**src/design/slwmn_pkg.sv**
```systemverilog
// Shared types, constants and the prior mean table of the sliding window mean normaliser.
package slwmn_pkg;

    localparam int DIM        = 30;  // coefficients per frame
    localparam int POS_W      = 5;   // coefficient index width
    localparam int SUM_BITS   = 27;  // per-coefficient window sum
    localparam int STAT_BITS  = 28;  // statistic before division
    localparam int NUM_BITS   = 28;  // dividend width, |stat| plus half divisor
    localparam int DEN_BITS   = 11;  // divisor count width
    localparam int WF_BITS    = 11;  // window_frames register
    localparam int PF_BITS    = 10;  // prior_frames register
    localparam int PRIOR_W    = 16;  // prior mean, Q7.8
    localparam int APB_DW     = 32;
    localparam int APB_AW     = 3;

    localparam logic [WF_BITS-1:0]  RST_WINDOW_FRAMES = 11'd600;
    localparam logic [PF_BITS-1:0]  RST_PRIOR_FRAMES  = 10'd200;
    localparam logic [DEN_BITS-1:0] RST_DIVISOR       = 11'd201;

    // register indexes (byte address / 4)
    localparam logic REG_WINDOW_FRAMES = 1'b0;
    localparam logic REG_PRIOR_FRAMES  = 1'b1;

    typedef enum logic [3:0] {
        ST_IDLE,
        ST_SLOT,
        ST_ADDR,
        ST_MEM,
        ST_SUM,
        ST_STAT,
        ST_NUM,
        ST_DIV,
        ST_FIN
    } t_state;

    typedef struct packed {
        logic                start;
        logic [NUM_BITS-1:0] num;
        logic [DEN_BITS-1:0] den;
    } t_div_req;

    // fixed global prior mean per coefficient, Q7.8
    function automatic logic signed [PRIOR_W-1:0] prior_mean(input logic [POS_W-1:0] pos);
        logic signed [PRIOR_W-1:0] m;
        case (pos)
            5'd0:    m = 16'sd4685;
            5'd1:    m = -16'sd2895;
            5'd2:    m = -16'sd1451;
            5'd3:    m = -16'sd1985;
            5'd4:    m = -16'sd4423;
            5'd5:    m = -16'sd3304;
            5'd6:    m = -16'sd4002;
            5'd7:    m = -16'sd3168;
            5'd8:    m = -16'sd2468;
            5'd9:    m = -16'sd2432;
            5'd10:   m = -16'sd2118;
            5'd11:   m = -16'sd2383;
            5'd12:   m = -16'sd1763;
            5'd13:   m = -16'sd1560;
            5'd14:   m = -16'sd1761;
            5'd15:   m = -16'sd1016;
            5'd16:   m = -16'sd855;
            5'd17:   m = -16'sd317;
            5'd18:   m = -16'sd392;
            5'd19:   m = -16'sd75;
            5'd20:   m = -16'sd87;
            5'd21:   m = -16'sd16;
            5'd22:   m = -16'sd9;
            5'd23:   m = 16'sd4;
            5'd24:   m = 16'sd17;
            5'd25:   m = 16'sd15;
            5'd26:   m = 16'sd33;
            5'd27:   m = 16'sd29;
            5'd28:   m = 16'sd59;
            5'd29:   m = 16'sd52;
            default: m = 16'sd0;
        endcase
        return m;
    endfunction

endpackage

```
**src/design/slwmn_div.sv**
```systemverilog
// Restoring divider, one quotient bit per cycle.
module slwmn_div
    import slwmn_pkg::*;
(
    input  logic                i_clk,
    input  logic                i_rst_n,
    input  t_div_req            i_req,
    output logic                o_done,
    output logic [NUM_BITS-1:0] o_quo
);

    localparam int CNT_W = $clog2(NUM_BITS + 1);

    logic                r_busy;
    logic                r_done;
    logic [CNT_W-1:0]    r_cnt;
    logic [DEN_BITS-1:0] r_den;
    logic [DEN_BITS-1:0] r_rem;
    logic [NUM_BITS-1:0] r_quo;

    logic [DEN_BITS:0]   n_trial;
    logic [DEN_BITS:0]   n_diff;
    logic                n_ge;

    assign n_trial = {r_rem, r_quo[NUM_BITS-1]};
    assign n_diff  = n_trial - {1'b0, r_den};
    assign n_ge    = n_trial >= {1'b0, r_den};

    always_ff @(posedge i_clk) begin
        if (!i_rst_n) begin
            r_busy <= 1'b0;
            r_done <= 1'b0;
            r_cnt  <= '0;
        end else begin
            r_done <= 1'b0;
            if (i_req.start) begin
                r_busy <= 1'b1;
                r_cnt  <= CNT_W'(NUM_BITS);
            end else if (r_busy) begin
                r_cnt <= r_cnt - 1'b1;
                if (r_cnt == CNT_W'(1)) begin
                    r_busy <= 1'b0;
                    r_done <= 1'b1;
                end
            end
        end
    end

    always_ff @(posedge i_clk) begin
        if (i_req.start) begin
            r_den <= i_req.den;
            r_rem <= '0;
            r_quo <= i_req.num;
        end else if (r_busy) begin
            r_rem <= n_ge ? n_diff[DEN_BITS-1:0] : n_trial[DEN_BITS-1:0];
            r_quo <= {r_quo[NUM_BITS-2:0], n_ge};
        end
    end

    assign o_done = r_done;
    assign o_quo  = r_quo;

endmodule

```
**config.mk**
```make
export PLATFORM = sky130hd
export DESIGN_NAME = slwmn_div
export DESIGN_NICKNAME = d
export VERILOG_FILES = /design/src/design/slwmn_pkg.sv /design/src/design/slwmn_div.sv
export SDC_FILE = /design/constraint.sdc
export NUM_CORES = 1
export LEC_CHECK = 0
export BUFFER_PORTS_ARGS = -buffer_cell sky130_fd_sc_hd__buf_4
export CAP_MARGIN = 25
export CORE_MARGIN = 4
export CORE_UTILIZATION = 53
export DETAILED_ROUTE_END_ITERATION = 10
export GPL_TIMING_DRIVEN = 0
export MAX_ROUTING_LAYER = met4
export PLACE_DENSITY = 0.9
export SLEW_MARGIN = 20
export SYNTH_ARGS = -nofsm -noshare
export SYNTH_HDL_FRONTEND = slang
export SYNTH_SLANG_ARGS = --single-unit
```
**constraint.sdc**
```tcl
create_clock -name i_clk -period 2.9 [get_ports i_clk]
set_input_delay 0.145 -clock i_clk [delete_from_list [all_inputs] [get_ports i_clk]]
set_output_delay 0.145 -clock i_clk [all_outputs]
set_load 0.03 [all_outputs]
```
# [Yosys cells after proc, flatten, opt, wreduce, memory -nomap -nowiden]
# Cells that the tools add are included.
[word_totals] elab_cells=25 inputBits=42 reg_bits=57 out_inout_bits=29
[op_classes] addsub=2 order_cmp=1 bitwise_logic=2 eq_ne=1 n_reduce_logical=3 n_mux=9
[ops] operator="$mux 28" n=2
[ops] operator="$ge 12x11->1" n=1
[ops] operator="$mux 11" n=1
[ops] operator="$sub 11x11->11" n=1
[ops] operator="$mux 5" n=2
[ops] operator="$eq 5x1->1 const B" n=1
[ops] operator="$sub 5x1->5 const B" n=1
[ops] operator="$mux 1" n=4
[ops] operator="$reduce_or 3->1" n=1
[ops] operator="$not 1->1" n=2
[ops] operator="$reduce_bool 2->1" n=1
[ops] operator="$reduce_or 2->1" n=1

# [Longest topological paths before layout]
# Gate-level depths: netlist (run 1).
[depth] ltp_word=4 depth_mapped=11 ltp_nobuf=9

# [Least setup slack after synthesis (run 1)]
# OpenSTA, ideal clock, no wires.
[synth_path] kind="register -> register" from="register r_quo[27] (netlist: o_quo[27])" to="register r_rem[4]" slack_ps=409 t_arrival_ps=2401 setup_time_ps=91 t_required_ps=2809 stages_incl_launch_ff=11 path_cell_list="edfxtp_1 inv_1 ha_1 fa_1 and2b_1 o31a_4 o21ai_2 a21o_1 buf_6 a211o_1 a311oi_1"
[synth_via] elab_chain_len=2 word_cells_on_any_way=3 classes_between="1 x add/sub; 1 x order compare; 1 x mux"
[synth_rtl] item="start: declaration" line_no="slwmn_div.sv:19" rtl="logic [NUM_BITS-1:0] r_quo;"
[synth_rtl] item="start signal: assignment" line_no="slwmn_div.sv:53" rtl="r_quo <= i_req.num;"
[synth_rtl] item="start signal: assignment" line_no="slwmn_div.sv:56" rtl="r_quo <= {r_quo[NUM_BITS-2:0], n_ge};"
[synth_rtl] item="$sub 11x11->11 / $ge 12x11->1 (equally long branches)" line_no="slwmn_div.sv:26, slwmn_div.sv:27"
[synth_rtl] item="$mux 11 *" line_no="slwmn_div.sv:55" rtl="r_rem <= n_ge ? n_diff[DEN_BITS-1:0] : n_trial[DEN_BITS-1:0];"
[synth_rtl] item="end signal: assignment" line_no="slwmn_div.sv:55"
[synth_rtl] item="end: declaration" line_no="slwmn_div.sv:18" rtl="logic [DEN_BITS-1:0] r_rem;"
# Every way passes the cells marked *; elsewhere a longest branch is shown, timed or not.
# A chain may end at the register's enable or synchronous reset.

# [Final worst setup path (run 1)]
[layout_path] from="register r_quo[27] (netlist: o_quo[27])" to="register r_rem[0]"
# Same word-level chain as after synthesis.

==> results.ini, run 1 <==
[logic_synthesis]
syn-num-nets=287
synth_edf_count=39
synth.avg_cell_area_sq_um=12.2
synthTopCellsByArea=edfxtp_1 (42%), dfxtp_1 (13%), mux2_2 (11%), ha_1 (5.8%), nor2_1 (3.1%)
ys.flop_type=edfxtp_1
ys_top_cells_by_count=edfxtp_1 (39), mux2_2 (28), nor2_1 (23), dfxtp_1 (18), inv_1 (17)
synthArstFlopShare_pct=0
ys_ff_latch=57
synthesis.yosys.warnings=0
synthCells=231
ys_seq_area_share_pct=54.4
syn_area_sq_um=2820
yosys.area.top_type=edfxtp_1
post-synth-top-area-fraction_pct=41.6
ys_types=42
synth_most_common_cell=edfxtp_1

[grt]
grt_pass1_vias=2378
grt_usage_pct=26.0
grt_overflow=0
grt_max_degree=19
antenna_found_initial=0
grt_pass1_wl_um=11900

[final_layout]
diodes=0
multi_input_area_sq_um=1180
syn_to_final_growth_pct=34.1
regArea_sq_um=1530
drive_gt1_share_pct=36.8
layout.nets=380
fin_cells=399
post-route-cell-area_sq_um=3780
num-fill-cells=323

[floorplan]
die_h_um=80.9
fp.dieW_um=80.9
core-area_sq_um=5140
num_io_pins=71
fp-row-count=26
initial_core_util_pct=54.8
die_area_sq_um=6540

[setup_path]
worstSetupEndpointType=register
crit_required_ns=3.17
crit_slowest_cell=edfxtp_1
critPathMaxStageDelay_ns=0.39
arrival_ns=2.79
crit_chain=inv_1 -> ha_1 -> fa_1 -> and2b_1 -> o31a_4 -> o21ai_2 -> a21o_1 -> buf_6 -> mux2_4 -> a211oi_2
cp-start-kind=register
crit_type=reg2reg
path_max_fanout=10

[sta]
slew_headroom_pct=58.6
finalHoldViolations=0
worst_slack_ns=0.379
fin_setup_tns_ns=0
fin_skew_ns=0.00797
slew_violations=0
setup_viol_count_final=0
timing.final.crit_share_pct=86.9
tightestPinTransition_ns=0.622
max_freq_ghz=0.397
rsz0062_at_grt=false
post-route-min-period_ns=2.52

[clocking]
clk_latency_ns=0.35
cts-buffers-inserted=9
htreeDepth=3
clkSlewWorstSetupHoldPaths_ns=0.07
cts_tree=built
cts_root_buf=clkbuf_8
cts_setup_buffers=0
clock_sinks=57
cts.path.max_buffers=2
hold_buffers=11
post_cts_resized=0

[pwr]
leakagePower_nw=1.59
cellPowerDensity_nw_per_um2=603
ir_drop_v=0.000497

[placed_design]
pre_cts_ws_ns=0.399
hpwl_um=5080
place_area_sq_um=3460
dp.cells=372
gp_congestion=0.889
io_buffer_count=70

[drt]
drc_errors=0
vias_per_cell=5.58
drt_iter0_markers=240
first_pass_iters=4
ant_nets=0
num_vias=2226
drt_wl_total_um=7570
wl_per_cell_um=19.0

[hold_path]
hold_path_class=in2reg

[status]
outcome=finished, final reports clean

[job]
max_cap_violations=0

## cell usage in the layout (no fill, tap or decap), types with 4 or more instances in the layout
| cell type | n |
|---|---|
| buf_4 | 71 |
| edfxtp_1 | 39 |
| mux2_2 | 28 |
| nor2_1 | 23 |
| dfxtp_1 | 18 |
| inv_1 | 17 |
| ha_1 | 13 |
| nand2_1 | 11 |
| dlygate4sd3_1 | 11 |
| clkbuf_8 | 9 |
| o21ai_0 | 7 |
| a21oi_1 | 6 |
| nand2b_1 | 5 |
| xnor2_1 | 5 |
| xor2_1 | 5 |
| buf_1 | 4 |
| a32oi_1 | 4 |
## area by class of cell
class                      instances  area share (%)
sequential                        57            40.6
multi-input combinational        148            31.1
timing repair buffer              82            17.6
clock buffer                       9            3.28
tap                               70            2.32
clock inverter                     7            2.25
inverter                          17            1.69
buffer                             9            1.19
## cells by family after synthesis
logic type	Yosys count	synth area share, %
multiplexers	29	11.7
flip-flops	57	54.4
adder cells (fa/ha/maj)	14	6.49
AO/OA/AOI/OAI	42	11.5
buffers and inverters	26	3.86
AND/OR/NAND/NOR	53	8.97
XOR/XNOR	10	3.11
## where the power goes
| part | leakage (nW) | internal, W | switching (W) |
|---|---|---|---|
| combinational | 0.948 | 0.000209 | 0.000258 |
| sequential | 0.538 | 0.000951 | 0.0000443 |
| clock | 0.104 | 0.000474 | 0.000342 |
| total | 1.59 | 0.00163 | 0.000644 |
## worst max-delay path: cells and delay by family, from the launching register on
kind | cells | cell delay (ns)
compound gates | 4 | 0.87
fa+ha+maj | 2 | 0.41
flops | 1 | 0.39
mux | 1 | 0.31
buf+inv | 2 | 0.25
simple gates | 1 | 0.21
## stage by stage
stage | hold WS, ns | total power (W) | util (%)
global placement | 0.323 | 0.00143 | 66.7
CTS | 0.0761 | 0.00227 | 73.5
global route | 0.0895 | 0.00235 | 73.5
detailed placement | 0.325 | 0.00145 | 67.3
finish | 0.0821 | 0.00228 | 73.5
floorplan | 0.244 | 0.00128 | -
## worst paths after layout
check / start / to / slack (ns) / cells past startpoint
min: i_rst_n / r_cnt[0] / 0.08 / 3
min reg2reg: r_rem[9] / r_rem[9] / 0.51 / 2
max: o_quo[27] / r_rem[0] / 0.38 / 10
max reg2reg: o_quo[27] / r_rem[0] / 0.38 / 10
## flip-flops by register name, summed over array words and instances, names as in the netlist
signal and flops:
r_busy 1, o_quo 28, r_rem 11, r_den 11, r_cnt 5, o_done 1
## routing by layer
layer | up-vias | wire, um | track usage, %
li1 | 1043 | - | -
met1 | 1052 | 2900 | 31.3
met2 | 105 | 3850 | 40.2
met3 | 26 | 532 | 7.10
met4 | 0 | 283 | 12.8
met5 | - | 0 | -
Power figures use the tool's default switching activity.
==> run 2: changes to the inputs <==
- CORE_MARGIN: 4 -> unset
- GPL_TIMING_DRIVEN: 0 -> unset
==> results.ini, run 2 (synthesis gave the netlist of run 1 again) <==
[status]
outcome=finished, final reports clean

[sta]
fin_setup_tns_ns=0  ; unchanged
fin_skew_ns=0.00663  ; -0.00134 ns
slew_headroom_pct=56.7  ; -1.9 points
max_freq_ghz=0.374  ; -5.6%
post-route-min-period_ns=2.67  ; +0.150 ns
finalHoldViolations=0  ; unchanged
setup_viol_count_final=0  ; unchanged
tightestPinTransition_ns=0.650  ; +0.0283 ns
slew_violations=0  ; unchanged
timing.final.crit_share_pct=92.1  ; +5.2 points
rsz0062_at_grt=false

[floorplan]
core-area_sq_um=5110  ; -0.63%
fp.dieW_um=74.9  ; -7.4%
num_io_pins=71  ; unchanged
initial_core_util_pct=55.1  ; +0.35 points
die_h_um=74.9  ; -7.4%
fp-row-count=26  ; unchanged
die_area_sq_um=5610  ; -14%

[clocking]
post_cts_resized=0  ; unchanged
cts_tree=built
cts.path.max_buffers=2  ; unchanged
cts_root_buf=clkbuf_8
clk_latency_ns=0.34  ; about the same
clock_sinks=57  ; unchanged
cts-buffers-inserted=9  ; unchanged
htreeDepth=3  ; unchanged
clkSlewWorstSetupHoldPaths_ns=0.07  ; about the same

[setup_path]
cp-start-kind=register
crit_chain=inv_1 -> ha_1 -> fa_1 -> and2b_1 -> o31a_4 -> o21ai_2 -> a21o_1 -> buf_4 -> or4b_1 -> nand2_1
crit_slowest_cell=or4b_1
crit_type=reg2reg
arrival_ns=2.95  ; +0.16 ns
reg2reg_slack_ns=0.23  ; -0.15 ns
worstSetupEndpointType=register
crit_required_ns=3.18  ; about the same
critPathMaxStageDelay_ns=0.52  ; +0.13 ns
path_max_fanout=12  ; +2

[final_layout]
final_common_cell=buf_4
diodes=0  ; unchanged
final_cell_mix=buf_4 (72), edfxtp_1 (39), mux2_2 (28), nor2_1 (23), dfxtp_1 (18)
layout.nets=372  ; -2.1%
num-fill-cells=334  ; +3.4%
syn_to_final_growth_pct=30.1
fin_util_pct=71.7  ; -1.7 points
largest_register_ffs=28  ; unchanged
drive_gt1_share_pct=36.8  ; about the same

[pwr]
comb_power_share_pct=21.8  ; +1.3 points
p_clk_share_pct=29.8  ; -6.0 points
ir_drop_v=0.000457  ; -8.1%
cellPowerDensity_nw_per_um2=565  ; -6.3%
seqPwrFrac_pct=48.4  ; +4.7 points
switching_power_w=0.000616  ; -4.3%
leakagePower_nw=1.54  ; -2.8%
p_int_w=0.00145  ; -11%
swShare_pct=29.8  ; +1.5 points

[drt]
num_vias=2166  ; -2.7%
first_pass_iters=4  ; unchanged
drt_wl_total_um=7150  ; -5.6%
drt_iter0_markers=202  ; -16%
ant_nets=0  ; unchanged
wl_per_cell_um=18.3  ; -3.6%
vias_per_cell=5.54  ; -0.70%
drc_errors=0  ; unchanged

[job]
max_cap_violations=0  ; unchanged

[grt]
grt_pass1_wl_um=10600  ; -11%
grt_overflow=0  ; unchanged
grt_usage_pct=28.2  ; +2.2 points
grt_max_degree=54  ; +35
grt_pass1_vias=2152  ; -9.5%
antenna_found_initial=0  ; unchanged

[placed_design]
gp_congestion=0.910  ; +2.3%
hpwl_um=4430  ; -13%
io_buffer_count=70  ; unchanged

[hold_path]
hold_path_class=in2reg

## run 2: cell count changes in the layout (fill, tap and decap cells not counted), sizes merged
cell,change
bufinv,-2
clkbuf,-1
clkinvlp,-1
buf,-5
clkinv,+1
## run 2: critical path: cells and delay by family, from the launching register on
kind / cells / cell delay, ns
and+or+nand+nor: 3 / 0.82
AOI/OAI and AO/OA: 3 / 0.49
buffers and inverters: 2 / 0.29
DFF: 1 / 0.37
adders and majority gates: 2 / 0.64
## run 2: timing repair
action                                 in CTS  in global routing
setup buffers                               0                  0
endpoints found under the hold margin      11                  0
hold buffers                               11                  0
## run 2: worst paths after layout
| path | from | to | cells after the start |
|---|---|---|---|
| setup / recovery | o_quo[27] | r_rem[10] | 10 |
| hold / removal | i_rst_n | r_cnt[0] | 3 |
| setup reg to reg | o_quo[27] | r_rem[10] | 10 |
| hold reg to reg | r_rem[1] | r_rem[1] | 2 |
## run 2: routing by layer
metal | vias to the layer above | wire [um] | global-route usage, %
li1 | 1030 | - | -
met1 | 1029 | 2770 | 30.5
met2 | 81 | 3700 | 45.1
met3 | 26 | 405 | 8.03
met4 | 0 | 273 | 18.9
met5 | - | 0 | -
## run 2: area by class of cell
type	instances	area (sq um)	share of cell area, %
inverters	17	63.8	1.74
repair buffers	83	651	17.8
multi-input cells	148	1180	32.1
well taps	70	87.6	2.39
clock buffers	11	131	3.59
flip-flops and latches	57	1530	41.8
clock inverters	5	22.5	0.615
## run 2: power by group through the flow
| stage | clock (W) | sequential [W] | combinational (W) |
|---|---|---|---|
| floorplan | 0 | 0.00108 | 0.000196 |
| global placement | 0 | 0.00101 | 0.000413 |
| detailed placement | 0 | 0.00101 | 0.000427 |
| CTS | 0.000617 | 0.000999 | 0.000445 |
| global route | 0.000645 | 0.00101 | 0.000481 |
| finish | 0.000616 | 0.00100 | 0.000452 |
## run 2: stage by stage
stage / setup WS, ns / power, W / instance area [sq um] / hold slack (ns) / instances
after floorplan: 0.409 / 0.00128 / 2820 / 0.244 / 231
after global routing: 0.124 / 0.00213 / 3660 / 0.101 / 391
after CTS: 0.252 / 0.00206 / 3660 / 0.0844 / 391
after detailed placement: 0.272 / 0.00144 / 3400 / 0.324 / 364
final: 0.230 / 0.00207 / 3660 / 0.0928 / 391
after global placement: 0.369 / 0.00142 / 3400 / 0.323 / 364
==> run 3: changes to the inputs <==
- BUFFER_PORTS_ARGS: -buffer_cell sky130_fd_sc_hd__buf_4 -> -buffer_cell sky130_fd_sc_hd__buf_2
==> results.ini, run 3 (synthesis gave the netlist of run 1 again) <==
[grt]
grt_max_degree=31  ; -43%
antenna_found_initial=0  ; unchanged
grt_usage_pct=24.6  ; -3.6 points
grt_overflow=0  ; unchanged
grt_pass1_vias=1973  ; -8.3%
grt_pass1_wl_um=9360  ; -11%

[pwr]
p_int_w=0.00160  ; +9.9%
p_clk_share_pct=36.6  ; +6.8 points
leakagePower_nw=1.51  ; -2.4%
ir_drop_v=0.000393  ; -14%
comb_power_share_pct=18.2  ; -3.6 points
switching_power_w=0.000605  ; -1.8%
swShare_pct=27.5  ; -2.3 points
seqPwrFrac_pct=45.2  ; -3.2 points
cellPowerDensity_nw_per_um2=620  ; +9.7%

[setup_path]
crit_buf_inv=1  ; -1
critPathMaxStageDelay_ns=0.42  ; -0.10 ns
worstSetupEndpointType=register
crit_required_ns=3.15  ; -0.03 ns
cp-start-kind=register
path_max_fanout=10  ; -2
rr_worst_depth=9  ; -1
arrival_ns=2.81  ; -0.14 ns
r2r-end=r_rem[3]
crit_type=reg2reg
crit_chain=inv_1 -> ha_1 -> fa_1 -> and2b_1 -> o31a_4 -> o21ai_2 -> a21o_1 -> or3_1 -> a311oi_1
critPathTopFamily=compound AO/OA/AOI/OAI gates
crit_slowest_cell=fa_1
cp-endpoint=r_rem[3]
reg2reg_slack_ns=0.35  ; +0.12 ns
path_depth=9  ; -1
r2r-start=o_quo[27]
setup.worst_path.start=o_quo[27]

[floorplan]
die_area_sq_um=5610  ; unchanged
die_h_um=74.9  ; unchanged
fp.dieW_um=74.9  ; unchanged
core-area_sq_um=5110  ; unchanged
fp-row-count=26  ; unchanged
initial_core_util_pct=55.1  ; unchanged
num_io_pins=71  ; unchanged

[sta]
fin_setup_tns_ns=0  ; unchanged
finalHoldViolations=0  ; unchanged
setup_viol_count_final=0  ; unchanged
max_freq_ghz=0.392  ; +4.6%
slew_headroom_pct=57.1  ; +0.43 points
fin_skew_ns=0.00965  ; +0.00302 ns
tightestPinTransition_ns=0.642  ; -0.00738 ns
timing.final.crit_share_pct=88.0  ; -4.1 points
whs_ns=0.0861  ; -0.00677 ns
rsz0062_at_grt=false
slew_violations=0  ; unchanged
post-route-min-period_ns=2.55  ; -0.118 ns

[drt]
num_vias=2138  ; -1.3%
drc_errors=0  ; unchanged
vias_per_cell=5.45  ; -1.5%
drt_iter0_markers=151  ; -25%
drt_wl_total_um=6150  ; -14%
first_pass_iters=4  ; unchanged
wl_per_cell_um=15.7  ; -14%
ant_nets=0  ; unchanged

[final_layout]
layout.nets=373  ; +0.27%
fin_util_pct=69.6  ; -2.2 points
diodes=0  ; unchanged
final_common_cell=buf_2
final_cell_mix=buf_2 (70), edfxtp_1 (39), mux2_2 (28), nor2_1 (23), dfxtp_1 (18)
syn_to_final_growth_pct=26.2
drive_gt1_share_pct=37.6  ; +0.82 points
largest_register_ffs=28  ; unchanged

[clocking]
cts_root_buf=clkbuf_8
htreeDepth=3  ; unchanged
clkSlewWorstSetupHoldPaths_ns=0.07  ; about the same
clk_latency_ns=0.35  ; about the same
cts_tree=built
clock_sinks=57  ; unchanged
cts-buffers-inserted=9  ; unchanged
post_cts_resized=0  ; unchanged
cts_setup_buffers=0  ; unchanged
cts.path.max_buffers=2  ; unchanged

[status]
outcome=finished, final reports clean

[placed_design]
hpwl_um=4170  ; -5.8%
io_buffer_count=70  ; unchanged
gp_congestion=0.914  ; +0.36%

[job]
max_cap_violations=0  ; unchanged

[hold_path]
hold_path_class=in2reg

-- run 3: cell count changes in the layout (fill, tap and decap cells not counted), sizes merged --
cell | before | now
bufinv | 0 | 2
clkinv | 5 | 1
buf | 72 | 73
clkinvlp | 0 | 2
-- run 3: through the flow --
step | setup slack (ns) | area, sq um | total power, W | instances
after global routing | 0.189 | 3550 | 0.00228 | 392
after CTS | 0.346 | 3550 | 0.00221 | 392
final | 0.348 | 3550 | 0.00220 | 392
after detailed placement | 0.424 | 3230 | 0.00140 | 365
after global placement | 0.502 | 3230 | 0.00138 | 365
after floorplan | 0.409 | 2820 | 0.00128 | 231
-- run 3: routing by layer --
layer,up-vias,share of wire (%),global-route usage [%]
met1,1031,42,29.8
met5,-,0,-
li1,1033,-,-
met2,62,51,37.9
met3,12,4.5,5.89
met4,0,2.6,13.8
-- run 3: worst min-delay path by stage --
stage / from / end / cells past startpoint
floorplan: i_req[0] / r_den[0] / 0
global placement: i_req[5] / r_den[5] / 1
detailed placement: i_req[3] / r_den[3] / 1
CTS: i_rst_n / r_cnt[0] / 3
global route: i_rst_n / r_cnt[1] / 3
finish: i_rst_n / r_cnt[0] / 3
-- run 3: tightest hold or removal path, delay by kind of cell --
kind / cells / cell delay, ns
AND/OR/NAND/NOR: 2 / 0.13
buffers and inverters: 1 / 0.10
-- run 3: power by group through the flow --
stage          registers, W  clock network, W  logic, W
2_1_floorplan       0.00108                 0  0.000196
3_3_place_gp        0.00100                 0  0.000374
3_5_place_dp        0.00101                 0  0.000386
4_1_cts            0.000995          0.000815  0.000401
5_1_grt             0.00100          0.000847  0.000434
6_report           0.000995          0.000806  0.000401
-- run 3: final cells by class --
| cell class | count | area (sq um) |
|---|---|---|
| Inverter | 17 | 63.8 |
| Clock buffer | 11 | 131 |
| Timing Repair Buffer | 84 | 483 |
| Sequential cell | 57 | 1530 |
| Tap cell | 70 | 87.6 |
| Multi-Input combinational cell | 148 | 1180 |
| Fill cell | 336 | 1550 |
| Clock inverter | 5 | 80.1 |
-- run 3: timing repair --
action / in CTS / in global routing
hold endpoints to repair: 11 / 0
hold buffers: 11 / 0
endpoints found under the setup margin: 0 / 0
